### config.mk
export PLATFORM = sky130hd
export DESIGN_NAME = nbga_ctrl
export DESIGN_NICKNAME = d
export VERILOG_FILES = /design/src/hw/rtl/nbga_pkg.sv /design/src/hw/rtl/nbga_ctrl.sv
export SDC_FILE = /design/constraint.sdc
export NUM_CORES = 1
export LEC_CHECK = 0
export BUFFER_PORTS_ARGS = -buffer_cell sky130_fd_sc_hd__buf_4
export CORE_MARGIN = 2
export CORE_UTILIZATION = 55
export DETAILED_ROUTE_END_ITERATION = 8
export GPL_ROUTABILITY_DRIVEN = 0
export HOLD_SLACK_MARGIN = 0.15
export PLACE_DENSITY = 0.87
export RECOVER_POWER = 50
export SLEW_MARGIN = 40
export SYNTH_ARGS = -nofsm -noshare
export SYNTH_HDL_FRONTEND = slang
export SYNTH_SLANG_ARGS = --single-unit
### constraint.sdc
create_clock -name i_clk -period 3.8 [get_ports i_clk]
set_input_delay 0.76 -clock i_clk [delete_from_list [all_inputs] [get_ports i_clk]]
set_output_delay 0.76 -clock i_clk [all_outputs]
set_load 0.05 [all_outputs]
### src/hw/rtl/nbga_pkg.sv
// Shared types, constants and a helper function for the n-body gravity unit.
// No dependencies; every other file takes names from here by scope.
package nbga_pkg;

    localparam int MAX_BODIES = 64;
    localparam int IDX_W      = $clog2(MAX_BODIES);
    localparam int CNT_W      = $clog2(MAX_BODIES + 1);

    localparam int COORD_W = 32;
    localparam int MAG_W   = COORD_W + 1;
    localparam int R_W     = 51;
    localparam int S_W     = 32;
    localparam int DEN_W   = 83;
    localparam int NUM_W   = 64;
    localparam int MULA_W  = 64;
    localparam int PROD_W  = MULA_W + MAG_W;
    localparam int DIVN_W  = PROD_W + 6;
    localparam int QUO_W   = 57;
    localparam int SQV_W   = 63;
    localparam int ACC_W   = 64;
    localparam int OUT_W   = 48;

    localparam logic [31:0] GRAV_RESET = 32'd65536;
    localparam logic [31:0] SOFT_RESET = 32'd655;
    localparam logic [QUO_W-1:0] TERM_CAP = QUO_W'(57'h100000000000000);

    // configuration register indexes
    localparam logic CFG_GRAV = 1'b0;
    localparam logic CFG_SOFT = 1'b1;

    typedef enum logic [3:0] {
        OP_NONE,
        OP_LOAD_I,
        OP_LOAD_J,
        OP_SQ,
        OP_SQRT,
        OP_MUL_D,
        OP_MUL_N,
        OP_MUL_P,
        OP_DIV
    } t_op;

    typedef struct packed {
        logic             start;
        t_op              op;
        logic [1:0]       axis;
        logic             wr_en;
        logic             rd_en;
        logic [IDX_W-1:0] addr;
    } t_dp_cmd;

    typedef struct packed {
        logic       done;
        logic       den_zero;
        logic [2:0] mag_zero;
    } t_dp_sts;

    // clamp a signed sum into the output range
    function automatic logic [OUT_W-1:0] sat_out(input logic signed [ACC_W-1:0] v);
        logic signed [ACC_W-1:0] hi;
        logic signed [ACC_W-1:0] lo;
        hi = ACC_W'((64'sd1 <<< (OUT_W - 1)) - 64'sd1);
        lo = -(ACC_W'(64'sd1 <<< (OUT_W - 1)));
        if (v > hi)
            sat_out = hi[OUT_W-1:0];
        else if (v < lo)
            sat_out = lo[OUT_W-1:0];
        else
            sat_out = v[OUT_W-1:0];
    endfunction

endpackage

### src/hw/rtl/nbga_ctrl.sv
// Controller: loads bodies, walks all pairs and sequences the datapath.
// Depends on nbga_pkg.
module nbga_ctrl (
    input  logic                          i_clk,
    input  logic                          i_rst_n,
    input  logic                          i_in_valid,
    input  logic                          i_in_last,
    output logic                          o_in_ready,
    output logic                          o_out_valid,
    input  logic                          i_out_ready,
    output logic [nbga_pkg::IDX_W-1:0]    o_out_index,
    output logic                          o_out_last,
    output nbga_pkg::t_dp_cmd             o_cmd,
    input  nbga_pkg::t_dp_sts             i_sts
);

    typedef enum logic [3:0] {
        S_IDLE,
        S_RD_I,
        S_LD_I,
        S_RD_J,
        S_LD_J,
        S_SQ,
        S_SQRT,
        S_MUL_D,
        S_MUL_N,
        S_TERM_MUL,
        S_TERM_DIV,
        S_NEXT_J,
        S_OUT
    } t_state;

    t_state                      r_state;
    logic [nbga_pkg::CNT_W-1:0]  r_cnt;
    logic [nbga_pkg::CNT_W-1:0]  r_n;
    logic [nbga_pkg::IDX_W-1:0]  r_i;
    logic [nbga_pkg::IDX_W-1:0]  r_j;
    logic [1:0]                  r_axis;
    logic                        r_wait;

    logic accept;
    logic store_ok;
    logic compute;
    logic last_i;
    logic last_j;

    assign o_in_ready  = (r_state == S_IDLE);
    assign accept      = i_in_valid && o_in_ready;
    assign store_ok    = r_cnt < nbga_pkg::CNT_W'(nbga_pkg::MAX_BODIES);
    assign last_i      = (nbga_pkg::CNT_W'(r_i) == r_n - 1'b1);
    assign last_j      = (nbga_pkg::CNT_W'(r_j) == r_n - 1'b1);
    assign o_out_valid = (r_state == S_OUT);
    assign o_out_index = r_i;
    assign o_out_last  = last_i;

    assign compute = (r_state == S_SQ) || (r_state == S_SQRT) || (r_state == S_MUL_D)
                  || (r_state == S_MUL_N) || (r_state == S_TERM_DIV)
                  || ((r_state == S_TERM_MUL) && !i_sts.mag_zero[r_axis]);

    // datapath command decode
    always_comb begin
        o_cmd.start = 1'b0;
        o_cmd.op    = nbga_pkg::OP_NONE;
        o_cmd.axis  = r_axis;
        o_cmd.wr_en = accept && store_ok;
        o_cmd.rd_en = (r_state == S_RD_I) || (r_state == S_RD_J);
        o_cmd.addr  = r_cnt[nbga_pkg::IDX_W-1:0];
        case (r_state)
            S_RD_I:     o_cmd.addr = r_i;
            S_RD_J:     o_cmd.addr = r_j;
            S_LD_I:     o_cmd.op   = nbga_pkg::OP_LOAD_I;
            S_LD_J:     o_cmd.op   = nbga_pkg::OP_LOAD_J;
            S_SQ:       o_cmd.op   = nbga_pkg::OP_SQ;
            S_SQRT:     o_cmd.op   = nbga_pkg::OP_SQRT;
            S_MUL_D:    o_cmd.op   = nbga_pkg::OP_MUL_D;
            S_MUL_N:    o_cmd.op   = nbga_pkg::OP_MUL_N;
            S_TERM_MUL: o_cmd.op   = nbga_pkg::OP_MUL_P;
            S_TERM_DIV: o_cmd.op   = nbga_pkg::OP_DIV;
            default:    ;
        endcase
        if ((r_state == S_LD_I) || (r_state == S_LD_J))
            o_cmd.start = 1'b1;
        else if (compute)
            o_cmd.start = !r_wait;
    end

    // sequencer state and counters
    always_ff @(posedge i_clk) begin
        if (!i_rst_n) begin
            r_state <= S_IDLE;
            r_cnt   <= '0;
            r_n     <= '0;
            r_i     <= '0;
            r_j     <= '0;
            r_axis  <= '0;
            r_wait  <= 1'b0;
        end else begin
            // hold off a second start until the running op retires
            if (compute && !r_wait)
                r_wait <= 1'b1;
            else if (i_sts.done)
                r_wait <= 1'b0;

            case (r_state)
                S_IDLE: begin
                    if (accept) begin
                        if (i_in_last) begin
                            r_n     <= store_ok ? r_cnt + 1'b1 : r_cnt;
                            r_cnt   <= '0;
                            r_i     <= '0;
                            r_state <= S_RD_I;
                        end else if (store_ok) begin
                            r_cnt <= r_cnt + 1'b1;
                        end
                    end
                end
                S_RD_I: r_state <= S_LD_I;
                S_LD_I: begin
                    r_j     <= '0;
                    r_state <= S_RD_J;
                end
                S_RD_J: r_state <= S_LD_J;
                S_LD_J: begin
                    r_axis  <= '0;
                    r_state <= S_SQ;
                end
                S_SQ: begin
                    if (i_sts.done) begin
                        if (r_axis == 2'd2)
                            r_state <= S_SQRT;
                        else
                            r_axis <= r_axis + 2'd1;
                    end
                end
                S_SQRT:  if (i_sts.done) r_state <= S_MUL_D;
                S_MUL_D: if (i_sts.done) r_state <= S_MUL_N;
                S_MUL_N: begin
                    if (i_sts.done) begin
                        r_axis  <= '0;
                        r_state <= i_sts.den_zero ? S_NEXT_J : S_TERM_MUL;
                    end
                end
                S_TERM_MUL: begin
                    // skip an axis with zero offset
                    if (i_sts.mag_zero[r_axis]) begin
                        if (r_axis == 2'd2)
                            r_state <= S_NEXT_J;
                        else
                            r_axis <= r_axis + 2'd1;
                    end else if (i_sts.done) begin
                        r_state <= S_TERM_DIV;
                    end
                end
                S_TERM_DIV: begin
                    if (i_sts.done) begin
                        if (r_axis == 2'd2) begin
                            r_state <= S_NEXT_J;
                        end else begin
                            r_axis  <= r_axis + 2'd1;
                            r_state <= S_TERM_MUL;
                        end
                    end
                end
                S_NEXT_J: begin
                    if (last_j) begin
                        r_state <= S_OUT;
                    end else begin
                        r_j     <= r_j + 1'b1;
                        r_state <= S_RD_J;
                    end
                end
                S_OUT: begin
                    if (i_out_ready) begin
                        if (last_i) begin
                            r_state <= S_IDLE;
                        end else begin
                            r_i     <= r_i + 1'b1;
                            r_state <= S_RD_I;
                        end
                    end
                end
                default: r_state <= S_IDLE;
            endcase
        end
    end

endmodule
* Yosys cells after proc, flatten, opt, wreduce, memory -nomap -nowiden
Index checks and enable logic that the tools add are counted.
** Storage, ports and cells
- Register bits :: 33
- Input port bits :: 10
- Output and inout port bits :: 24
- Word-level logic and storage cells :: 108
** Cells by class
- $add $sub $neg :: 5
- Magnitude comparators :: 2
- Equality and inequality tests :: 30
- Muxes and demuxes :: 39
- Reduce and logical (&&, ||, !) cells :: 25
** Operator list (number)
- 4-bit two-way mux :: 13
- 4-bit one-hot mux with 13 select lines :: 1
- 6-bit one-hot mux with 2 select lines :: 3
- 4-bit one-hot mux with 8 select lines :: 1
- 6-bit two-way mux :: 5
- 4-bit equality test (second input constant) :: 5
- 4-bit by 3-bit equality test with 1-bit output (second input constant) :: 4
- 2-bit inequality test (second input constant) :: 8
- 6-bit by 7-bit equality test with 1-bit output :: 2
- 7-bit two-way mux :: 2
- 6-bit by 1-bit adder with 6-bit output (second input constant) :: 2
- 2-bit two-way mux :: 6
- 11-bit AND reduction :: 1
- 2-bit by 1-bit inequality test with 1-bit output (second input constant) :: 5
- 4-bit by 2-bit equality test with 1-bit output (second input constant) :: 2
- 2-bit one-hot mux with 4 select lines :: 1
- 7-bit by 1-bit adder with 7-bit output (second input constant) :: 1
- 1-bit logical OR :: 7
- 7-bit less-than comparator (second input constant) :: 1
- 7-bit by 1-bit subtractor with 7-bit output (second input constant) :: 1
- 1-bit two-way mux :: 6
- 3-bit by 2-bit inequality test with 1-bit output (second input constant) :: 2
- 2-bit nonzero test :: 3
- 5-bit AND reduction :: 1
- other kinds (13) :: 18

* Depth between registers and ports, before layout
- Word-level depth :: 8
- Mapped depth :: 8

* Worst setup path before layout
OpenSTA, ideal clock, no wires.
- Path kind :: register to register
- Start :: register r_state[1]
- End :: register r_i (netlist bit o_out_index[3])
- Setup time :: 70 ps
- Arrival :: 3451 ps
- Data required time :: 3730 ps
- Setup slack :: 279 ps
- Stages on the path, launching flop included :: 6
- Path buffers :: 1
- Period minus slack after synthesis :: 3521 ps
- Cells stage by stage :: dfxtp_1 -> clkbuf_1 -> nor4bb_1 -> o21ai_1 -> or4_1 -> a21oi_1
** Between the ends
- Elaborated cells on any way between the ends :: 10
- Classes of those cells :: eq/ne (5); mux (1); reduce/logical (4)
** RTL lines
- from (decl) :: RTL line nbga_ctrl.sv:33 : t_state r_state;
- from (signal assigned) :: RTL line nbga_ctrl.sv:140 : r_state <= i_sts.den_zero ? S_NEXT_J : S_TERM_MUL;
- 4-bit equality test (*)
- via o_out_valid :: RTL line nbga_ctrl.sv:9 : output logic o_out_valid,
- 2-bit inequality test (no source line) (tied with other cells)
- 5-bit AND reduction (no source line)
- to (signal assigned) :: RTL line nbga_ctrl.sv:177 : r_i <= r_i + 1'b1;
- to (decl) :: RTL line nbga_ctrl.sv:36 : logic [nbga_pkg::IDX_W-1:0] r_i;
The timed path passes the listed nets; every way through them passes the cells marked *.
A chain may end at the register's enable or synchronous reset.

==> results.toml <==
[global_routing]
grt_max_degree = 28
grt_pass1_vias = 2226
grt_overflow = 0
antenna_found_initial = 0
track_usage_pct = 25.2
grt_pass1_wl_um = 10400

[synth]
synthFlopType = "dfxtp_1"
yosysSeqAreaShare_pct = 25.9
ys_async_sr_fraction_pct = 0
synthesis.area_um2 = 2550
yosys_warnings = 0
synth_top_cells_by_count = "nor2_1 (43), dfxtp_1 (33), a21oi_1 (29)"
yosys.area.top_type = "dfxtp_1"
yosys-top-cells-area = "dfxtp_1 (26%), mux2i_1 (7.1%), nor2_1 (6.3%), xnor2_1 (6.2%), a21oi_1 (5.7%)"
synth_fp_nets = 339
syn_area_per_cell_um2 = 7.89
yosysMostFrequentCell = "nor2_1"
synth_seq_cells = 33
synth.distinct_cells = 66
syn_inst = 324
synth_top_area_share_pct = 25.9
synth_edf_count = 0

[clock_network]
cts.sinks = 33
clock_latency_ns = 0.30
numCtsBuffers = 5
cts-resized-gates = 0
cts.hold.buffers_added = 0
clk_pin_slew_worst_paths_ns = 0.07
clockBufferDepth = 2
htreeDepth = 2
tritoncts = "done"
cts_setup_buffers = 0
clock-root-buffer = "clkbuf_8"

[sta]
hold_violations = 0
finalClockSkew_ns = 0.00492
slew_viol_final = 0
tns_ns = 0
rsz0062_at_grt = "no"
slew_headroom_pct = 31.3
worst_pin_slew_ns = 1.03
fin_crit_ns = 3.04
setup_violations = 0
finalCritPeriodShare_pct = 80.1
fmaxAchievable_mhz = 329

[cells_and_area]
layout-drive-gt1-share_pct = 14.3
postLayoutCellArea_um2 = 2870
diodes = 0
nFillCells = 379
area_growth_pct = 12.3
fin_nets = 364
fin_util_pct = 65.0

[drt]
vias_per_cell = 6.16
vias = 2475
drcViolationCount = 0
wl_per_cell_um = 15.7
drt_iter0_drc = 168
drt-total-wl_um = 6310
firstDrtPassIters = 5
ant_nets = 0

[setup_path]
cp.required_ns = 3.04
r2r_end = "o_out_index[4]"
path_buf_inv = 2
cp_max_fo = 21
r2r_slack_ns = 1.01
setup.worst_path.start_class = "flop"
crit_chain = "inv_1 > or4b_2 > o21ai_0 > buf_4"
cp_slowest_cell = "dfxtp_1"
cp.depth = 4
slowest_delay_ns = 0.82
critPathArrivalTime_ns = 2.28
r2r_start = "r_state[1]"
worstSetupPathType = "reg2out"
critPathCaptureType = "output port"
critical_path.top_delay_family = "flip-flops"
r2r_cells = 5

[hold_path]
hp-start = "r_wait"
holdPathEnd = "r_wait"
hold_class = "reg2reg"
hold_depth = 1

[place]
place_area_um2 = 2820
numPortBuffers = 33
dp_hpwl_um = 4660

[die]
io_pins = 34
coreArea_um2 = 4410
die_w_um = 72.2
die_y_um = 72.2
start_util_pct = 57.9
fp.dieArea_um2 = 5210
rows = 24

[pwr]
peakVddDrop_mv = 0.591
p_leak_nw = 1.02
power_density_nw_per_um2 = 669

[flow_run]
drv_cap = 0

[outcome]
status = "complete, no violations"
cell families after synthesis:
logic type      synth area share (%)
compound gates                  24.0
xor+xnor                        8.81
fa+ha+maj                       2.45
buf+inv                         4.02
flops                           25.9
mux                             7.05
simple gates                    27.8
worst max path at each step:
stage,from,endpoint,slack (ns)
after floorplan,r_state[1],o_out_index[3],0.28
after detailed placement,r_state[0],o_cmd[10],1.09
after global routing,r_state[1],o_cmd[7],0.52
final,r_state[0],o_cmd[10],0.76
after CTS,r_state[0],o_cmd[10],0.78
after global placement,r_n[0],o_out_last,1.14
placed cells by master (no fill, tap or decap), types with 6 or more instances in the layout:
cell and instances:
inv_1 8, mux2i_1 18, or3_1 6, nor2b_1 7, nand2_1 20, xnor2_1 18, a211oi_1 6, nor2_1 43
o21ai_0 16, buf_4 26, dfxtp_1 33, nand3_1 11, clkbuf_1 10, a21oi_1 29, nor3_1 7
power breakdown:
| part | internal (mW) | total (mW) | switching, mW | leakage, nW |
|---|---|---|---|---|
| clock | 0.126 | 0.267 | 0.140 | 0.0439 |
| sequential | 0.386 | 0.499 | 0.112 | 0.268 |
| combinational | 0.403 | 1.16 | 0.753 | 0.707 |
| total | 0.915 | 1.92 | 1.01 | 1.02 |
worst reg2reg max path, cell delays in order (launching register included):
cell and delay (ns):
dfxtp_1 1.00, nor4bb_1 0.28, a22oi_1 0.43, o21ai_1 0.29, or4_1 0.55, a21oi_1 0.17
registers in the layout (all words and copies together), names as in the netlist:
signal / flops
r_state: 4
r_n: 7
r_axis: 2
o_out_index: 6
r_cnt: 7
r_wait: 1
r_j: 6
through the flow:
step	hold slack [ns]	cells	setup WS [ns]	total power [mW]
floorplan	0.461	324	0.279	1.39
global placement	0.499	394	1.14	1.63
detailed placement	0.503	394	1.09	1.66
CTS	0.516	402	0.783	1.93
global route	0.569	402	0.522	2.03
finish	0.521	402	0.758	1.92
final cells by class:
type | instances | area, µm² | share of cell area, %
Inverter | 9 | 33.8 | 1.18
Multi-Input combinational cell | 264 | 1790 | 62.4
Sequential cell | 33 | 661 | 23.0
Timing Repair Buffer | 36 | 233 | 8.11
Tap cell | 52 | 65.1 | 2.27
Clock inverter | 3 | 17.5 | 0.610
Clock buffer | 5 | 68.8 | 2.40
per-layer routing:
metal	track usage [%]	routed length [µm]	vias up
met5	0	0	-
met4	8.18	115	0
met3	5.69	436	13
met2	40.1	2950	100
met1	34.0	2810	1128
li1	-	-	1234
No activity file was read; power rests on OpenSTA's default activity.
